**src/design/cddw_pkg.sv**
```systemverilog
// ----------------------------------------------------------------------------
// cddw_pkg
// Types and constants shared by the detune and drift walk unit.
// ----------------------------------------------------------------------------
`default_nettype none

package cddw_pkg;

  localparam int CV_W   = 24;
  localparam int POS_W  = 32;
  localparam int SLP_W  = 16;
  localparam int GAIN_W = 16;
  localparam int CFG_W  = 32;
  localparam int IDX_W  = 3;

  localparam logic [IDX_W-1:0] REG_BYPASS     = 3'd0;
  localparam logic [IDX_W-1:0] REG_DT_GAIN    = 3'd1;
  localparam logic [IDX_W-1:0] REG_DR_GAIN    = 3'd2;
  localparam logic [IDX_W-1:0] REG_DT_STEP    = 3'd3;
  localparam logic [IDX_W-1:0] REG_DR_STEP    = 3'd4;
  localparam logic [IDX_W-1:0] REG_DT_PERIOD  = 3'd5;
  localparam logic [IDX_W-1:0] REG_DR_PERIOD  = 3'd6;

  localparam logic signed [33:0] POS_ONE  = 34'sh040000000;
  localparam logic signed [33:0] POS_MONE = -34'sh040000000;
  localparam logic signed [SLP_W-1:0] SLP_ONE  = 16'sd16384;
  localparam logic signed [SLP_W-1:0] SLP_MONE = -16'sd16384;
  localparam logic [31:0] LFSR_TAPS = 32'h80200003;
  localparam logic [31:0] LFSR_SEED = 32'hACE1ACE1;
  localparam logic signed [26:0] CV_MAX = 27'sd8388607;
  localparam logic signed [26:0] CV_MIN = -27'sd8388608;

  typedef enum logic [1:0] {
    CMD_PASS,
    CMD_PROC,
    CMD_AUTO
  } cmd_kind_t;

  typedef struct packed {
    cmd_kind_t               kind;
    logic [1:0]              port;
    logic [3:0]              voice;
    logic signed [CV_W-1:0]  cv;
  } cmd_t;

  typedef struct packed {
    logic                    bypass;
    logic [GAIN_W-1:0]       dt_gain;
    logic [GAIN_W-1:0]       dr_gain;
    logic [31:0]             dt_step;
    logic [31:0]             dr_step;
    logic [31:0]             dt_period;
    logic [31:0]             dr_period;
  } cfg_t;

  typedef struct packed {
    logic                    valid;
    cmd_t                    cmd;
  } head_t;

  typedef struct packed {
    logic                    pop;
    logic                    clr_busy;
  } back_stat_t;

endpackage

`default_nettype wire

```
**src/design/cddw_front.sv**
```systemverilog
// ----------------------------------------------------------------------------
// cddw_front
// Accepts requests, classifies them and queues them for the back end.
// ----------------------------------------------------------------------------
`default_nettype none

module cddw_front import cddw_pkg::*; #(
  parameter int POLY = 16,
  parameter int OUTS = 4
) (
  input  wire logic        clk,
  input  wire logic        rst_n,
  input  wire logic        in_valid,
  output logic             in_ready,
  input  wire logic        func,
  input  wire logic [1:0]  out_port,
  input  wire logic [3:0]  voice_index,
  input  wire logic signed [CV_W-1:0] cv_in,
  input  wire logic        bypass,
  input  back_stat_t       stat,
  output head_t            head
);

  cmd_t       q_r [2];
  logic       wp_r, rp_r;
  logic [1:0] cnt_r;
  cmd_t       cmd;
  logic       push;

  always_comb begin
    cmd.port  = out_port;
    cmd.voice = voice_index;
    cmd.cv    = cv_in;
    if (func) begin
      cmd.kind = CMD_AUTO;
    end else if (bypass || int'(out_port) >= OUTS || int'(voice_index) >= POLY) begin
      cmd.kind = CMD_PASS;
    end else begin
      cmd.kind = CMD_PROC;
    end
  end

  assign in_ready   = (cnt_r != 2'd2) && !stat.clr_busy;
  assign push       = in_valid && in_ready;
  assign head.valid = (cnt_r != 2'd0);
  assign head.cmd   = q_r[rp_r];

  always_ff @(posedge clk) begin
    if (!rst_n) begin
      wp_r  <= 1'b0;
      rp_r  <= 1'b0;
      cnt_r <= 2'd0;
    end else begin
      if (push) begin
        wp_r <= ~wp_r;
      end
      if (stat.pop) begin
        rp_r <= ~rp_r;
      end
      cnt_r <= cnt_r + 2'(push) - 2'(stat.pop);
    end
  end

  always_ff @(posedge clk) begin
    if (push) begin
      q_r[wp_r] <= cmd;
    end
  end

endmodule

`default_nettype wire

```
**config.mk**
```make
export PLATFORM = sky130hd
export DESIGN_NAME = cddw_front
export DESIGN_NICKNAME = d
export VERILOG_FILES = /design/src/design/cddw_pkg.sv /design/src/design/cddw_front.sv
export SDC_FILE = /design/constraint.sdc
export NUM_CORES = 1
export LEC_CHECK = 0
export BUFFER_PORTS_ARGS = -buffer_cell sky130_fd_sc_hd__buf_2
export CAP_MARGIN = 20
export CORE_MARGIN = 4
export CORE_UTILIZATION = 55
export CTS_CLUSTER_SIZE = 20
export DETAILED_ROUTE_END_ITERATION = 16
export GPL_ROUTABILITY_DRIVEN = 0
export GPL_TIMING_DRIVEN = 0
export HOLD_SLACK_MARGIN = 0.02
export PLACE_DENSITY = 0.93
export SLEW_MARGIN = 20
export SYNTH_ARGS = -nofsm -noshare
export SYNTH_HDL_FRONTEND = slang
export SYNTH_SLANG_ARGS = --single-unit
```
**constraint.sdc**
```tcl
create_clock -name clk -period 5.46 [get_ports clk]
set_input_delay 0.273 -clock clk [delete_from_list [all_inputs] [get_ports clk]]
set_output_delay 0.273 -clock clk [all_outputs]
set_load 0.03 [all_outputs]
```
-- Word-level counts from Yosys, hierarchy flattened
Memory sizes are Yosys's and may differ from the RTL's. A register that Yosys moved wholly into a read port is not among the register bits.
Index checks and enable logic that the tools add are counted.
- memories: 1
- flip-flop bits (word level): 4
- logic and storage cells: 19
- bits of input ports: 37
- memory bits (writable): 64
- output and inout port bits: 34
- memory list (name ; words ; width ; read ports ; clocked after Yosys merged registers in ; write ports ; RTL line ; source):
    q_r ; 2 ; 32 ; 1 ; 1 ; 1 ; cddw_front.sv:24 ; cmd_t q_r [2];
- equal/unequal tests: 1
- multiplexer cells: 6
- bitwise gates (word level): 2
- add/sub/neg operators: 2
- reduce and logical (&&, ||, !) cells: 4
- operators with widths (kind ; number):
    $mux 1 ; 5
    $add 2x1->2 ; 1
    $logic_and 1x1->1 ; 2
    $mux 2 ; 1
    $ne 2x2->1 const B ; 1
    $not 1->1 ; 2
    $reduce_bool 2->1 ; 1
    $sub 2x1->2 ; 1
    $logic_not 1->1 ; 1

-- Longest topological paths before layout
Gate-level depths: netlist (run 1).
- depth after elaboration: 5
- mapped depth: 9
- mapped depth without buffers: 9

-- Least setup slack after synthesis (run 1)
OpenSTA, ideal clock, no wires.
- path type: flip-flop to flip-flop
- start: reg cnt_r[1]
- end: mem q_r[1][0] in the netlist's numbering, enable pin
- path buffers: 0
- period minus slack after synthesis: 2.225 ns
- setup time: 0.392 ns
- data arrival time: 1.833 ns
- stages on the path, launching flop included: 4
- slack: 3.235 ns
- required time: 5.068 ns
- cells stage by stage: dfxtp_1 -> nor2b_4 -> nor2_1 -> and3_1
- word-level cells in the longest chain between the ends: 5
- RTL lines (element ; RTL line ; source):
    from (decl) ; cddw_front.sv:26 ; logic [1:0] cnt_r;
    from (signal assigned) ; cddw_front.sv:60 ; cnt_r <= cnt_r + 2'(push) - 2'(stat.pop);
    $ne 2x2->1 ; cddw_front.sv:43 ; assign in_ready = (cnt_r != 2'd2) && !stat.clr_busy;
    $logic_and 1x1->1 ; cddw_front.sv:43 ;
    via in_ready ; cddw_front.sv:14 ; output logic in_ready,
    $logic_and 1x1->1 ; cddw_front.sv:44 ; assign push = in_valid && in_ready;
    $mux 1 ; cddw_front.sv:65 ; if (push) begin
    $mux 1 (not written as such) ; cddw_front.sv:66 ; q_r[wp_r] <= cmd;
    to (decl) ; cddw_front.sv:24 ;
The timed path passes the listed nets, and every way through them passes these cells.

==> results of run 1 <==
-- registers in the layout (all words and copies together) (netlist names), named ones only --
name / cells
q_r: 64
cnt_r: 2
rp_r: 1
wp_r: 1
-- kinds of logic after synthesis --
logic type,synth area share
simple gates,0.0265
fa+ha+maj,0.00981
xor+xnor,0.0103
mux,0.141
flops,0.793
compound gates,0.00392
buf+inv,0.0152
-- power by group --
group | internal (mW) | leakage, nW | switching (mW)
clock | 0.208 | 0.0907 | 0.172
sequential | 0.612 | 0.627 | 0.00899
combinational | 0.0641 | 0.513 | 0.116
total | 0.884 | 1.23 | 0.297
-- worst paths after layout --
kind | from | end | slack, ns
max reg2reg | cnt_r[1] | q_r[0][9] | 3.73
max | flip-flop | head[26] | 3.68
min reg2reg | wp_r | wp_r | 0.50
min | cv_in[12] | q_r[1][12] | 0.13
-- area by class of cell --
type                            instances  area [sq um]
Clock buffer                           11           131
Inverter                                3          11.3
Sequential cell                        69          2020
Multi-Input combinational cell         51           490
Tap cell                               52          65.1
Clock inverter                          5          51.3
Fill cell                             282          1240
Timing Repair Buffer                   71           378
Buffer                                  4          27.5
-- metrics by stage --
step                      hold slack, ns   util
after floorplan                    0.372      -
after global placement             0.461  0.672
after detailed placement           0.464  0.678
after CTS                          0.110  0.720
after global routing               0.114  0.720
final                              0.127  0.720
-- layer usage --
metal	vias to the layer above	share of wire
met5	-	0
met2	49	0.51
met1	630	0.41
met3	5	0.063
li1	648	-
met4	0	0.014
-- critical path, delay by kind of cell, from the launching register on --
kind / cells / cell delay [ns]
muxes: 1 / 0.35
buffers and inverters: 3 / 0.52
DFF: 1 / 0.30
-- cell usage after synthesis --
library cell	instances
buf_2	1
and3_1	1
nor2b_4	1
o21ai_0	1
or2_2	1
xor2_1	1
ha_1	2
dfxtp_1	5
xnor2_1	2
nor2_1	5
buf_4	3
a21oi_1	1
or3_1	1
edfxtp_1	64
and2_1	1
mux2_1	32
inv_1	3
nand2_1	1
nand2b_1	1
==> results.json, run 1 <==
{
  "synth_area_leader_cell": "edfxtp_1",
  "cts_tree": "built",
  "drt_iter0_markers": 64,
  "fp-row-count": 24,
  "cts-root-buf": "clkbuf_8",
  "cts_buffer_depth": 2,
  "max_stage_delay_ns": 0.35,
  "cts_sinks": 69,
  "layout_common_cells": "buf_2, edfxtp_1, mux2_1, clkbuf_8",
  "syn_area_sq_um": 2550,
  "use_met1": 0.178,
  "rsz0062_at_grt": "no",
  "fin_ws_ns": 3.68,
  "synth.avg_cell_area_sq_um": 20.1,
  "clk_pin_slew_ns": 0.07,
  "grt_antenna_before_repair": 0,
  "avgRoutedWirePerCell_um": 15.5,
  "ys_ff_latch": 69,
  "finalHoldViolations": 0,
  "overflow": 0,
  "min_delay_path_depth": 1,
  "nets": 248,
  "synth_top_area_share": 0.754,
  "synth_area_leaders": "edfxtp_1, mux2_1, dfxtp_1, ha_1, buf_4",
  "drc": 0,
  "grt_first_pass_wirelength_um": 6890,
  "leakagePower_nw": 1.23,
  "endpoint_kind": "output port",
  "critPathRequiredTime_ns": 5.19,
  "drtAntennaViolNets": 0,
  "finalNonFillerCells": 266,
  "clock_latency_ns": 0.33,
  "slowest_stage": "mux2_1",
  "post-dp-hpwl_um": 2900,
  "post-place-ws_ns": 3.64,
  "syn2layout_area_growth_pct": 24.6,
  "htree_levels": 3,
  "final_area_sq_um": 3180,
  "worstSetupPathType": "reg -> out",
  "die_h_um": 76.1,
  "tns_ns": 0,
  "ios": 71,
  "final-max-slew-violation-count": 0,
  "diodes": 0,
  "cpMostUsedCell": "buf_2",
  "grt_max_degree": 33,
  "initial_utilization": 0.578,
  "dp.cells": 250,
  "drive_gt1_frac": 0.430,
  "grt_use_met2": 0.254,
  "max-vdd-ir-drop_mv": 0.266,
  "total_power_mw": 1.18,
  "status": "complete, no violations",
  "drt_wl_total_um": 4110,
  "slew_headroom": 0.542,
  "crit_chain": "buf_2 > buf_4 > mux2_1 > buf_2",
  "max_cap_viol_count": 0,
  "hold_buffers": 0,
  "path_max_fanout": 10,
  "syn_nets": 166,
  "final_common_cell": "buf_2",
  "fin_crit_ns": 1.78,
  "critPathLaunchType": "flip-flop",
  "grt_pass1_vias": 1434,
  "cts_resized": 0,
  "design.die.area_sq_um": 5790,
  "clock_skew_ns": 0.0102,
  "tightestPinTransition_ns": 0.686,
  "p_per_area_nw_per_um2": 372,
  "use_met3": 0.0615,
  "core_sq_um": 4410,
  "port_buffers": 70,
  "yosysWarnings": 0,
  "track_usage": 0.155,
  "yosysSeqAreaShare": 0.793,
  "grt-busiest-layer": "met2",
  "fmax_ghz": 0.563,
  "setup_viol": 0,
  "numCtsBuffers": 9,
  "first_pass_iters": 2,
  "fin_crit_sh": 0.325,
  "die_w_um": 76.1,
  "vias": 1332,
  "reg2reg_depth": 3,
  "synthDistinctLibCells": 19,
  "placed_area_sq_um": 2990,
  "hold_path.class": "in -> reg",
  "cts_setup_buffers": 0,
  "worst_ep_arrival_time_ns": 1.50,
  "synth_cells": 127,
  "viasPerCell": 5.01
}
Note: power is estimated with default switching activity, not from simulation.
==> inputs of run 2 (changes only) <==
--- a/config.mk
+++ b/config.mk
@@ -8,13 +8,13 @@
 export BUFFER_PORTS_ARGS = -buffer_cell sky130_fd_sc_hd__buf_2
 export CAP_MARGIN = 20
 export CORE_MARGIN = 4
-export CORE_UTILIZATION = 55
+export CORE_UTILIZATION = 46
 export CTS_CLUSTER_SIZE = 20
 export DETAILED_ROUTE_END_ITERATION = 16
 export GPL_ROUTABILITY_DRIVEN = 0
 export GPL_TIMING_DRIVEN = 0
 export HOLD_SLACK_MARGIN = 0.02
-export PLACE_DENSITY = 0.93
+export PLACE_DENSITY = 0.84
 export SLEW_MARGIN = 20
 export SYNTH_ARGS = -nofsm -noshare
 export SYNTH_HDL_FRONTEND = slang
==> constraint.sdc (replaced) <==
create_clock -name clk -period 1.6 [get_ports clk]
set_input_delay 0.08 -clock clk [delete_from_list [all_inputs] [get_ports clk]]
set_output_delay 0.08 -clock clk [all_outputs]
set_load 0.03 [all_outputs]
==> run 2 against run 1 <==
  * Setup slack lost 3.6 ns
  * Critical endpoint is now cnt_r[1]
  * Critical path depth grew 5
  * Die area grew 17%
  * Clock-buffer cell count shrank 1
  * Critical path type is now reg -> reg
  * Flip-flop and latch count is the same
  * Clock power grew to 3.9 times the previous value
  * Highest routed layer unchanged
==> results.json, run 2 (synthesis results as in run 1) <==
{
  "ios": 71,
  "clock_latency_ns": 0.33,
  "grt_pass1_vias": 1535,
  "drc": 0,
  "nets": 288,
  "drive_gt1_frac": 0.409,
  "fmax_ghz": 0.650,
  "fin_crit_ns": 1.54,
  "diodes": 0,
  "viasPerCell": 4.59,
  "design.die.area_sq_um": 6800,
  "first_pass_iters": 4,
  "final_common_cell": "buf_2",
  "die_w_um": 82.5,
  "startpoint": "cnt_r[1]",
  "max_cap_viol_count": 0,
  "timing.hold.ws_ns": 0.0381,
  "finalHoldViolations": 0,
  "reg.largest.list": "q_r: 64 flops, cnt_r: 2 flops",
  "tightestPinTransition_ns": 0.450,
  "cts_tree": "built",
  "combinationalPowerShare": 0.174,
  "die_h_um": 82.5,
  "grt_max_degree": 33,
  "cts-root-buf": "clkbuf_8",
  "final_area_sq_um": 3680,
  "p_seq_frac": 0.485,
  "max-vdd-ir-drop_mv": 0.616,
  "critPathLaunchType": "flip-flop",
  "drt_wl_total_um": 4990,
  "status": "complete, no violations",
  "worst_ep_arrival_time_ns": 1.76,
  "r2r-end": "cnt_r[1]",
  "dp.cells": 267,
  "reg2reg_from": "cnt_r[1]",
  "rsz0062_at_grt": "yes",
  "endpoint_kind": "flip-flop",
  "grt_first_pass_wirelength_um": 7290,
  "p_sw_mw": 1.08,
  "leakagePower_nw": 1.42,
  "drt_iter0_markers": 67,
  "fin_ws_ns": 0.0609,
  "vias": 1486,
  "setup.worst_path.end": "cnt_r[1]",
  "r2r_slack_ns": 0.06,
  "port_buffers": 70,
  "clk_pin_slew_ns": 0.07,
  "largest_register_ffs": 64,
  "overflow": 0,
  "slew_headroom": 0.700,
  "layout_common_cells": "buf_2, edfxtp_1, dlygate4sd3_1, mux2_1, clkbuf_8",
  "fin_crit_sh": 0.962,
  "reg2reg_depth": 9,
  "power.share.clock": 0.341,
  "clock_skew_ns": 0.00563,
  "drtAntennaViolNets": 0,
  "track_usage": 0.154,
  "worstSetupPathType": "reg -> reg",
  "grt_antenna_before_repair": 0,
  "initial_utilization": 0.487,
  "syn2layout_area_growth_pct": 44.3,
  "post-route-util": 0.702,
  "hold_path.class": "in -> reg",
  "numCtsBuffers": 9,
  "fp-row-count": 26,
  "placed_area_sq_um": 3000,
  "core_sq_um": 5240,
  "htree_levels": 3,
  "min_delay_path_depth": 3,
  "cts_buffer_depth": 2,
  "finalNonFillerCells": 324,
  "path_max_fanout": 3,
  "p_per_area_nw_per_um2": 1190,
  "avgRoutedWirePerCell_um": 15.4,
  "cts_sinks": 69,
  "post-dp-hpwl_um": 2890,
  "p_sw_frac": 0.247,
  "setup_viol": 0,
  "critPathRequiredTime_ns": 1.82,
  "post-place-ws_ns": -0.265,
  "p_int_mw": 3.29,
  "top_register": "q_r",
  "final-max-slew-violation-count": 0
}
==> run 2: how the worst min path moves through the flow <==
stage	start	endpoint	slack (ns)
floorplan	cv_in[0]	q_r[0][0]	0.18
global placement	cv_in[5]	q_r[0][5]	0.27
detailed placement	cv_in[5]	q_r[0][5]	0.27
CTS	stat[1]	flip-flop	0.03
global route	stat[1]	flip-flop	0.06
finish	stat[1]	flip-flop	0.04
==> run 2: final cells by class <==
type,count,area [sq um]
Tap cell,70,87.6
Buffer,4,66.3
Multi-Input combinational cell,51,507
Timing Repair inverter,1,7.51
Inverter,3,15.0
Timing Repair Buffer,110,756
Fill cell,355,1560
Sequential cell,69,2020
Clock inverter,6,87.6
Clock buffer,10,128
==> run 2: critical path, cell delays in order, from the launching register on <==
cell and delay, ns:
dfxtp_2 0.33, nor2b_4 0.14, nor2_4 0.09, nand2_1 0.06, ha_1 0.26, inv_1 0.05, ha_1 0.15, xor2_1 0.17
xnor2_1 0.13, nor2_1 0.05
==> run 2: power by group through the flow <==
stage               clock network (mW)  registers (mW)  logic (mW)
floorplan                            0            2.15       0.437
global route                      1.64            2.13       0.821
detailed placement                   0            2.16       0.626
finish                            1.49            2.12       0.763
global placement                     0            2.15       0.613
CTS                               1.53            2.12       0.712
==> run 2: metal layers <==
layer / vias to the layer above / GRT usage / wire, um
li1: 726 / - / -
met1: 697 / 0.160 / 1860
met2: 52 / 0.274 / 2650
met3: 11 / 0.0445 / 361
met4: 0 / 0.0897 / 124
met5: - / 0 / 0
==> run 2: per-stage QoR <==
step	total power [mW]	setup TNS, ns
final	4.38	0
after floorplan	2.59	-0.0212
after detailed placement	2.79	-10.84
after global placement	2.77	-8.33
after global routing	4.59	-0.0491
after CTS	4.36	-0.299
==> run 2: repair_timing <==
item	in CTS	in global routing
hold endpoints to repair	64	0
hold buffers	33	0
gates resized for setup	3	16
buffers inserted	3	3
setup endpoints to repair	90	31
gates cloned	1	1
==> inputs of run 3 (changes only) <==
--- a/config.mk
+++ b/config.mk
@@ -7,6 +7,7 @@
 export LEC_CHECK = 0
 export BUFFER_PORTS_ARGS = -buffer_cell sky130_fd_sc_hd__buf_2
 export CAP_MARGIN = 20
+export CORE_ASPECT_RATIO = 1.25
 export CORE_MARGIN = 4
 export CORE_UTILIZATION = 46
 export CTS_CLUSTER_SIZE = 20
==> run 3 against run 2 <==
  * Die area is 0.11% higher
  * Clock-buffer cell count is 1 higher
  * Clock skew is 0.0029 ns higher
  * Sequential share of layout area is 1.4 points higher
  * Clock power hardly changed
  * Largest cell class unchanged
==> results.json, run 3 (synthesis results as in run 1) <==
{
  "status": "complete, no violations",
  "cts_sinks": 69,
  "setup_viol": 0,
  "top_register": "q_r",
  "overflow": 0,
  "clk_pin_slew_ns": 0.06,
  "clock_latency_ns": 0.33,
  "use_met3": 0.0266,
  "ios": 71,
  "vias": 1484,
  "die_w_um": 74.6,
  "track_usage": 0.157,
  "grt_pass1_vias": 1642,
  "final_common_cell": "buf_2",
  "grt_max_degree": 33,
  "grt_first_pass_wirelength_um": 7740,
  "use_met1": 0.171,
  "grt-busiest-layer": "met2",
  "post-place-ws_ns": -0.245,
  "largest_register_ffs": 64,
  "post-dp-hpwl_um": 3080,
  "r2r_slack_ns": 0.06,
  "worstSetupPathType": "reg -> out",
  "fin_crit_sh": 0.967,
  "leakagePower_nw": 1.39,
  "slew_headroom": 0.694,
  "drt_iter0_markers": 84,
  "p_per_area_nw_per_um2": 1200,
  "drt_wl_total_um": 4970,
  "core_sq_um": 5410,
  "viasPerCell": 4.74,
  "drc": 0,
  "cts_tree": "built",
  "p_sw_mw": 1.05,
  "r2r-end": "cnt_r[1]",
  "clock_skew_ns": 0.00851,
  "drive_gt1_frac": 0.406,
  "p_sw_frac": 0.244,
  "hold_path.class": "in -> reg",
  "cts_buffer_depth": 2,
  "avgRoutedWirePerCell_um": 15.9,
  "combinationalPowerShare": 0.169,
  "drtAntennaViolNets": 0,
  "critPathRequiredTime_ns": 1.52,
  "fp-row-count": 30,
  "rsz0062_at_grt": "yes",
  "path_max_fanout": 10,
  "worst_ep_arrival_time_ns": 1.47,
  "tns_ns": 0,
  "reg.largest.list": "q_r: 64 flops, cnt_r: 2 flops",
  "syn2layout_area_growth_pct": 40.7,
  "port_buffers": 70,
  "first_pass_iters": 4,
  "reg2reg_depth": 9,
  "htree_levels": 3,
  "fmax_ghz": 0.646,
  "die_h_um": 91.2,
  "fin_crit_ns": 1.55,
  "min_delay_path_depth": 2,
  "design.die.area_sq_um": 6810,
  "reg2reg_from": "cnt_r[1]",
  "max-vdd-ir-drop_mv": 0.775,
  "worstHoldEndpoint": "q_r[1][30]",
  "power.share.clock": 0.340,
  "grt_use_met2": 0.272,
  "diodes": 0,
  "p_int_mw": 3.26,
  "critPathLaunchType": "flip-flop",
  "cts-root-buf": "clkbuf_8",
  "numCtsBuffers": 9,
  "endpoint_kind": "output port",
  "p_seq_frac": 0.491,
  "nets": 283,
  "layout_common_cells": "buf_2, edfxtp_1, mux2_1, dlygate4sd3_1, clkbuf_8",
  "fin_ws_ns": 0.0525,
  "final-max-slew-violation-count": 0,
  "initial_utilization": 0.472,
  "finalHoldViolations": 0,
  "max_cap_viol_count": 0,
  "grt_antenna_before_repair": 0,
  "worstHoldStart": "bypass",
  "tightestPinTransition_ns": 0.460
}
[run 3: changes by cell type in the layout (fill, tap and decap cells not counted), sizes merged]
cell / delta
clkbuf: -1
clkinvlp: -2
clkinv: +1
buf: -2
dlygate4sd3: -1
[run 3: layout make-up]
type                       count  area, sq um
sequential                    69         2020
multi-input combinational     51          509
inverter                       3         15.0
clock inverter                 5         75.1
buffer                         4         52.6
timing repair inverter         1         7.51
tap                           64         80.1
fill                         400         1820
clock buffer                  11          131
timing repair buffer         105          693
[run 3: worst max path at each step]
| stage | from | to | slack (ns) | depth (start not counted) |
|---|---|---|---|---|
| after detailed placement | cnt_r[1] | q_r[0][4] | -0.24 | 3 |
| final | flip-flop | head[26] | 0.05 | 4 |
| after global placement | cnt_r[1] | q_r[0][5] | -0.23 | 3 |
| after floorplan | cnt_r[1] | cnt_r[1] | -0.02 | 9 |
| after CTS | flip-flop | head[26] | -0.04 | 4 |
| after global routing | cnt_r[1] | cnt_r[1] | -0.02 | 9 |
[run 3: metrics by stage]
step	util	hold WS (ns)	instance area, sq um	cells	total power, mW
after global placement	0.554	0.268	2990	261	2.77
after floorplan	-	0.179	2560	127	2.59
after CTS	0.657	0.0255	3550	312	4.32
final	0.664	0.0373	3590	313	4.32
after detailed placement	0.554	0.272	2990	261	2.79
after global routing	0.664	0.0462	3590	313	4.50
[run 3: worst max-delay path: stages (launching register included)]
cell,delay [ns]
dfxtp_1,0.31
buf_4,0.16
buf_8,0.15
mux2_1,0.34
buf_2,0.18
[run 3: per-layer routing]
layer	part of all wire	wire (um)	vias up
li1	-	-	716
met1	0.39	1920	696
met2	0.52	2580	56
met3	0.053	264	16
met4	0.041	206	0
met5	0	0	-
[run 3: repair_timing]
item	in CTS	in global routing
pin swaps	0	2
resized for setup	3	11
setup endpoints to repair	94	31
endpoints found under the hold margin	63	0
setup buffers	2	1
hold buffers	32	0
cloned	1	0
[run 3: power groups by stage]
stage               registers [mW]  clock network [mW]  logic [mW]
global route                  2.13                1.58       0.788
CTS                           2.12                1.49       0.709
finish                        2.12                1.47       0.730
detailed placement            2.16                   0       0.628
global placement              2.15                   0       0.614
floorplan                     2.15                   0       0.437
